**config.mk**
```make
export PLATFORM = sky130hd
export DESIGN_NAME = sensor_frame_sync_extractor_top
export DESIGN_NICKNAME = d
export VERILOG_FILES = /design/src/rtl/sfse_pkg.sv /design/src/rtl/sensor_frame_sync_extractor_top.sv
export SDC_FILE = /design/constraint.sdc
export NUM_CORES = 1
export LEC_CHECK = 0
export ABC_AREA = 1
export BUFFER_PORTS_ARGS = -buffer_cell sky130_fd_sc_hd__clkbuf_2
export CORE_MARGIN = 8
export CORE_UTILIZATION = 60
export CTS_CLUSTER_DIAMETER = 50
export DETAILED_ROUTE_END_ITERATION = 12
export HOLD_SLACK_MARGIN = 0.15
export PLACE_DENSITY_LB_ADDON = 0.12
export SLEW_MARGIN = 20
export SYNTH_ARGS = -nofsm -noshare
export SYNTH_HDL_FRONTEND = slang
export SYNTH_SLANG_ARGS = --single-unit
```
**constraint.sdc**
```tcl
create_clock -name clk -period 15.3 [get_ports clk]
set_input_delay 2.295 -clock clk [delete_from_list [all_inputs] [get_ports clk]]
set_output_delay 2.295 -clock clk [all_outputs]
set_load 0.02 [all_outputs]
```
**src/rtl/sfse_pkg.sv**
```systemverilog
// shared constants for the sensor frame sync extractor
package sfse_pkg;

  // default frame length in bytes
  localparam int FRAME_BYTES_DEF = 32;

  // two-byte frame header, oldest byte first
  localparam logic [7:0] HEAD_FIRST  = 8'h42;
  localparam logic [7:0] HEAD_SECOND = 8'h4D;

  // result words and their big-endian byte offsets within a frame
  localparam int NUM_WORDS = 6;
  localparam int WORD_W    = 16;
  localparam int OUT_W     = NUM_WORDS * WORD_W;
  localparam int WORD_OFS [NUM_WORDS] = '{6, 8, 12, 14, 24, 26};

endpackage

```
**src/rtl/sensor_frame_sync_extractor_top.sv**
```systemverilog
// sensor frame sync extractor: header search and field extraction over a byte window
//
// Input channel s_axis_*: one received serial byte per word.
// Output channel m_axis_*: one word per detected frame, carrying six 16-bit
// big-endian fields taken from frame byte offsets 6, 8, 12, 14, 24 and 26.
// The block keeps the last FRAME_BYTES bytes in a shift register and a fill
// count. When the byte that fills the window is accepted and the two oldest
// bytes are 0x42 0x4D, a result is loaded and the window empties; otherwise
// the oldest byte falls out and the window slides by one.
// The result is registered: it is valid in the cycle after the completing byte is accepted.
// Throughput: one byte per cycle unless a held result stalls input; the shift,
// header compare and field select all sit between the window and output registers.
// Reset clears the fill count and the output valid flag; window bytes are
// left as they are and are never read before being written.
// When the receiver stalls, the result is held in the output register and
// input bytes wait; a byte can be taken in the same cycle the result is taken.
module sensor_frame_sync_extractor_top
  import sfse_pkg::*;
#(
  parameter int FRAME_BYTES = FRAME_BYTES_DEF
) (
  input  logic             clk,
  input  logic             rst,
  input  logic             s_axis_tvalid,
  output logic             s_axis_tready,
  input  logic [7:0]       s_axis_tdata,   // rx_byte
  output logic             m_axis_tvalid,
  input  logic             m_axis_tready,
  // dust_a, dust_b, dust_c, dust_d, temperature_raw, humidity_raw (lowest first)
  output logic [OUT_W-1:0] m_axis_tdata
);

  localparam int CNT_W = $clog2(FRAME_BYTES);
  localparam logic [CNT_W-1:0] LAST_CNT = CNT_W'(FRAME_BYTES - 1);

  logic [7:0]       window     [FRAME_BYTES];
  logic [7:0]       window_next[FRAME_BYTES];
  logic [CNT_W-1:0] count;
  logic [CNT_W-1:0] count_next;
  logic             in_acc;
  logic             frame_hit;
  logic [OUT_W-1:0] fields;

  // handshake: input flows whenever the output register is free or draining
  assign s_axis_tready = !m_axis_tvalid || m_axis_tready;
  assign in_acc        = s_axis_tvalid && s_axis_tready;

  // window after shifting in the new byte, newest at the top
  always_comb begin
    for (int i = 0; i < FRAME_BYTES - 1; i++) begin
      window_next[i] = window[i + 1];
    end
    window_next[FRAME_BYTES - 1] = s_axis_tdata;
  end

  // header check on the full window
  assign frame_hit = (count == LAST_CNT) &&
                     (window_next[0] == HEAD_FIRST) &&
                     (window_next[1] == HEAD_SECOND);

  // field select from fixed frame offsets
  always_comb begin
    for (int k = 0; k < NUM_WORDS; k++) begin
      fields[k*WORD_W +: WORD_W] = {window_next[WORD_OFS[k]], window_next[WORD_OFS[k] + 1]};
    end
  end

  // fill count: saturates one below full unless a frame empties the window
  always_comb begin
    if (count == LAST_CNT) begin
      count_next = frame_hit ? '0 : LAST_CNT;
    end else begin
      count_next = count + 1'b1;
    end
  end

  // window shift register
  always_ff @(posedge clk) begin
    if (in_acc) begin
      for (int i = 0; i < FRAME_BYTES; i++) begin
        window[i] <= window_next[i];
      end
    end
  end

  // fill count register
  always_ff @(posedge clk) begin
    if (rst) begin
      count <= '0;
    end else if (in_acc) begin
      count <= count_next;
    end
  end

  // output register
  always_ff @(posedge clk) begin
    if (rst) begin
      m_axis_tvalid <= 1'b0;
    end else if (in_acc && frame_hit) begin
      m_axis_tvalid <= 1'b1;
    end else if (m_axis_tready) begin
      m_axis_tvalid <= 1'b0;
    end
  end

  always_ff @(posedge clk) begin
    if (in_acc && frame_hit) begin
      m_axis_tdata <= fields;
    end
  end

  // checks
  a_count_range: assert property (@(posedge clk) disable iff (rst)
    int'(count) < FRAME_BYTES)
    else $error("fill count reached frame length");

  a_hit_empties: assert property (@(posedge clk) disable iff (rst)
    in_acc && frame_hit |=> count == '0 && m_axis_tvalid)
    else $error("frame hit did not empty window or raise result");

  a_result_source: assert property (@(posedge clk) disable iff (rst)
    $rose(m_axis_tvalid) |-> $past(in_acc) && $past(frame_hit))
    else $error("result raised without a completed frame");

  a_reset_idle: assert property (@(posedge clk)
    $past(rst) && !rst |-> !m_axis_tvalid && count == '0)
    else $error("state not cleared by reset");

endmodule
```
==> results of run 1 <==
-- cell usage in the layout, fill, tap and decap left out, types with 5 or more instances in the layout --
cell,instances
inv_1,12
nand2_1,14
o21ai_0,5
clkinv_1,9
clkinv_2,5
nor2_1,10
clkbuf_2,109
edfxtp_1,344
dfxtp_1,6
a21oi_1,10
clkbuf_16,37
-- path summary, 6_finish.rpt --
kind                               startpoint  cells after the start  slack, ns                to
worst min-delay path            window[1][49]                      0       0.41     window[1][41]
worst max register to register       count[0]                     12      12.00  m_axis_tdata[80]
worst min register to register  window[1][49]                      0       0.41     window[1][41]
worst max-delay path            m_axis_tready                      4      10.33     s_axis_tready
-- state kept, by name, indices dropped and copies added (netlist names) --
name           flops
count              5
m_axis_tdata      96
window           248
m_axis_tvalid      1
-- cell type report --
cell class              count  area [um2]
clock inverters            16        75.1
multi-input cells          53         265
well taps                 229         287
fillers                  1070        5130
flip-flops and latches    350       10500
clock buffers              40         937
repair buffers            113         576
inverters                  13        56.3
-- stage by stage --
stage / instances / setup WS [ns]
final: 814 / 10.33
after floorplan: 416 / 8.06
after detailed placement: 758 / 9.95
after CTS: 814 / 10.33
after global placement: 758 / 10.04
after global routing: 814 / 10.24
-- power by group --
part,internal (mW),total [mW],switching [mW]
Clock,0.435,0.748,0.314
Combinational,0.00322,0.0188,0.0156
Sequential,1.10,1.11,0.0147
-- critical path, stage by stage --
cell      delay (ns)
clkbuf_2        0.07
inv_1           0.03
nand2_1         0.09
clkbuf_2        0.18
-- kinds of logic after synthesis --
group | count (synthesis) | share of synthesized area [%]
and+or+nand+nor | 36 | 1.47
adders and majority gates | 2 | 0.233
DFF | 350 | 97.2
buffers and inverters | 13 | 0.454
AOI/OAI and AO/OA | 15 | 0.698
-- layer usage --
metal | part of all wire (%) | vias up | global-route usage, %
met5 | 0 | - | 0
met4 | 2.1 | 0 | 5.10
met3 | 6.8 | 27 | 4.35
met2 | 47 | 124 | 19.1
met1 | 44 | 2083 | 16.9
li1 | - | 1944 | -
==> results.md, run 1 <==
* Register area share after synthesis at between 90 and 100%
* RSZ-0062 raised after global routing: false
* Dpl hpwl at 7900 um
* Final-report hold violation count at 0
* Worst-Margin Slew at 1.03 ns
* Final core occ at between 70% and 80%
* TritonCTS clock tree: done
* Hold Crit Class: flop to flop
* Resize count post-CTS at 0
* Cell Area, Synth at 10800 um2
* Synthesis warning total at 0
* PwrDens at between 100 and 150 nW/um2
* Clock period minus worst slack at slightly below 5 ns
* Number of synthesized flops with an enable pin at 344
* Yosys top cell by area: edfxtp_1
* Skew-Pair Late Insertion Delay at 0.49 ns
* Synth unique cells at 15
* Sink Count at 350
* VDD IR max at 114 uV
* Static Leak at 4.47 nW
* Hold Slack at a little over 0.4 ns
* Synth Area per Inst at roughly 26 um2
* Synth top cells by count: edfxtp_1, nand2_1, inv_1
* I/O pin count at 110
* Setup Crit Path Kind: input pin to output port
* Number of setup buffers added after CTS at 0
* Number of port buffers at 109
* Root Driver: clkbuf_16
* Final instance area at 12600 um2
* Count leader, synth: edfxtp_1
* Initial antenna violation count at 0
* Vias per std cell at 5.13
* WL per Instance at approximately 17 um
* Fin nets at 580
* Arrival time worst endpoint at approximately 2.7 ns
* Tot Pwr at 1.88 mW
* DRC at 0
* Share of layout cells above drive strength 1 at 27.7%
* Core ar. at about 18000 um2
* CP max FO at 3
* Status: finished, final reports clean
* Syn nets at 430
* Relative slew slack at 31.2%
* Critical Path End Type: output port
* Synth area leaders: edfxtp_1, dfxtp_1, nand2_1
* WL final at 14200 um
* Skew final at between 0.01 and 0.015 ns
* Grt ovf at 0
* Number of global-route vias before repair at 4320
* Global Route Usage Sum at about an eighth
* Die Y at 150 um
* Initial Utilization at 60.5%
* First-iteration detailed-routing DRC count at 287
* Asr flop ratio synth at 0%
* Vias at 4178
* Die area at between 20000 and 25000 um2
* First-pass GRT wire length at about 22000 um
* Synth top area share at 96.0%
* First drt pass iteration count at 4
* Largest net degree at the start of global routing at approximately 120
* Final setup fails at 0
* Clock Path Buffers at 3
* Max Cap Violations at 0
* Syn Inst Count at 416
* CTS buffer count at 35
* Hold-fix buffers, CTS at 0
* H-tree depth at 2
* GP Congestion at between 0.7 and 0.8
* # rows at 49
* Final ANT Viol Nets at 0
* Ant. Diodes at 0
* Die Wd at roughly 150 um
* Worst-path clk slew at approximately 0.060 ns
* Synth Register Bits at 350
* Worst path required time at between 10 and 15 ns
* Max Transition Viols Final at 0
* Area after DPL at 11600 um2
* Setup TNS Final at 0 ns
* Element type at the critical path start: input pin
* Maximum operating frequency at 201 MHz
* Primary FF master, synth: edfxtp_1
* Fin crit share at 32.5%
* Syn-to-layout area delta at 17.6%
Note: power is estimated with default switching activity, not from simulation.
==> inputs of run 2 (changes only) <==
- CORE_UTILIZATION: 60 -> 57
- clock period: 15.3 -> 4.65 ns (I/O delays scaled with it)
==> results.md, run 2 (same netlist as run 1, synthesis figures left out) <==
* Final worst setup slack at 1.92 ns (-8.41 ns)
* Relative slew slack at 40.3% (+9.1 points)
* CTS buffer count at 36 (+2.9%)
* Grt ovf at 0 (unchanged)
* Critical Path End Type: flop
* Sequential cell area at 10500 um2 (unchanged)
* Share of layout cells above drive strength 1 at 28.0% (+0.35 points)
* Non-Filler Instances at 826 (+1.5%)
* H-tree depth at 2 (unchanged)
* Fin crit share at between 50 and 60%
* Worst path required time at 4.77 ns (-8.24 ns)
* Max Transition Viols Final at 0 (unchanged)
* M3 GR Usage at 4.43% (+0.072 points)
* Setup TNS Final at 0 ns (unchanged)
* Resize count post-CTS at 0 (unchanged)
* Ant. Diodes at 0 (unchanged)
* Number of port buffers at 109 (unchanged)
* Die area at 23500 um2 (+4.7%)
* Skew final at 0.0114 ns (+0.00103 ns)
* Clock Path Buffers at 3 (unchanged)
* Max FFs per register at 248 (unchanged)
* Pre-CTS setup slack at 1.92 ns (-8.03 ns)
* Met2 GRT Util at 19.2% (+0.088 points)
* WL per Instance at 18.0 um (+3.7%)
* Arrival time worst endpoint at 2.85 ns (+0.18 ns)
* Area of the multi-input gates at 265 um2 (unchanged)
* Placed insts at 765 (+0.92%)
* PwrDens at 496 nW/um2 (+230%)
* Dpl hpwl at 8320 um (+5.3%)
* Hold-fix buffers, CTS at 0 (unchanged)
* RSZ-0062 raised after global routing: false
* Max Cap Violations at 0 (unchanged)
* Final-report hold violation count at 0 (unchanged)
* Top Registers: window x248, m_axis_tdata x96, count x5
* Commonest non-fill, non-tap cell in the layout: edfxtp_1
* Fin nets at 583 (+0.52%)
* I/O pin count at 110 (unchanged)
* Syn-to-layout area delta at 18.3%
* Clock period minus worst slack at 2.73 ns
* Static Leak at 4.49 nW (+0.42%)
* WL final at 14900 um (+5.2%)
* GR Util met1 at 16.6% (-0.26 points)
* First-pass GRT wire length at 23300 um (+5.9%)
* # rows at 50 (+2.0%)
* Worst-Margin Slew at 0.895 ns (-0.137 ns)
* Number of setup buffers added after CTS at 0 (unchanged)
* Setup Crit Path Kind: flop to flop
* Element type at the critical path start: flop
* Most frequent cells in the layout: edfxtp_1, clkbuf_2, clkbuf_16, nand2_1, inv_1
* Hold Crit Class: input pin to flop
* Maximum operating frequency at 367 MHz
* Layout fillers at 1185 (+11%)
* Root Driver: clkbuf_16
* Largest Register: window
* Busiest grt layer: met2
* Initial Utilization at 57.7% (-2.8 points)
* VDD IR max at 264 uV (+130%)
* Die Y at 153 um (+2.3%)
* TritonCTS clock tree: done
* Final setup fails at 0 (unchanged)
* Sink Count at 350 (unchanged)
* CP max FO at 52 (+49)
* First-iteration detailed-routing DRC count at 313 (+9.1%)
* Initial antenna violation count at 0 (unchanged)
* Status: finished, final reports clean
* Core ar. at 18600 um2 (+4.9%)
* GP Congestion at 0.849 (+15%)
* DRC at 0 (unchanged)
* First drt pass iteration count at 4 (unchanged)
* Skew-Pair Late Insertion Delay at 0.49 ns (about the same)
* Number of global-route vias before repair at 4345 (+0.58%)
* Worst-path clk slew at 0.06 ns (about the same)
* Vias at 4269 (+2.2%)
* Final core occ at 68.2% (-2.9 points)
* Die Wd at 153 um (+2.3%)
* Largest net degree at the start of global routing at 132 (+9.1%)
* Vias per std cell at 5.17 (+0.69%)
* Final ANT Viol Nets at 0 (unchanged)
* Global Route Usage Sum at 12.6% (-0.088 points)
==> run 2: worst max-delay path, cell delays in order (launching register included) <==
cell     delay, ns
dfxtp_1       0.40
ha_1          0.19
inv_1         0.06
nor3_1        0.17
ha_1          0.29
inv_1         0.13
nor2_1        0.10
nand4_1       0.09
nor2_1        0.09
nand2_1       0.09
nor2_4        0.10
buf_4         0.57
==> run 2: cell type report <==
cell class              instances  area share (%)
clock buffers                  47            7.57
clock inverters                14           0.807
multi-input cells              53            2.09
inverters                      13           0.443
flip-flops and latches        350            82.1
well taps                     234            2.30
repair buffers                115            4.64
==> run 2: metal layers <==
metal | vias up | share of wire [%]
li1 | 1949 | -
met5 | - | 0
met1 | 2154 | 45
met4 | 0 | 2.3
met3 | 34 | 6.4
met2 | 132 | 46
==> run 2: worst paths after layout <==
kind | startpoint | end | slack (ns) | cells past startpoint
worst min-delay path | s_axis_tdata[2] | window[1][122] | 0.38 | 1
worst max register to register | count[0] | m_axis_tdata[83] | 1.92 | 11
worst max-delay path | count[0] | m_axis_tdata[83] | 1.92 | 11
worst min register to register | window[1][68] | window[1][60] | 0.42 | 0
==> run 2: through the flow <==
step                hold slack [ns]  instance area (um2)  power [mW]
finish                        0.379                12700        6.31
global route                  0.357                12700        6.52
CTS                           0.357                12700        6.39
detailed placement            0.405                11700        3.79
global placement              0.400                11700        3.78
floorplan                     0.400                10800        3.76
==> run 2: power by group <==
part / total (mW) / internal, mW / switching (mW) / leakage, nW
sequential: 3.67 / 3.61 / 0.0501 / 3.34
combinational: 0.0633 / 0.0116 / 0.0516 / 0.642
clock: 2.58 / 1.51 / 1.07 / 0.507
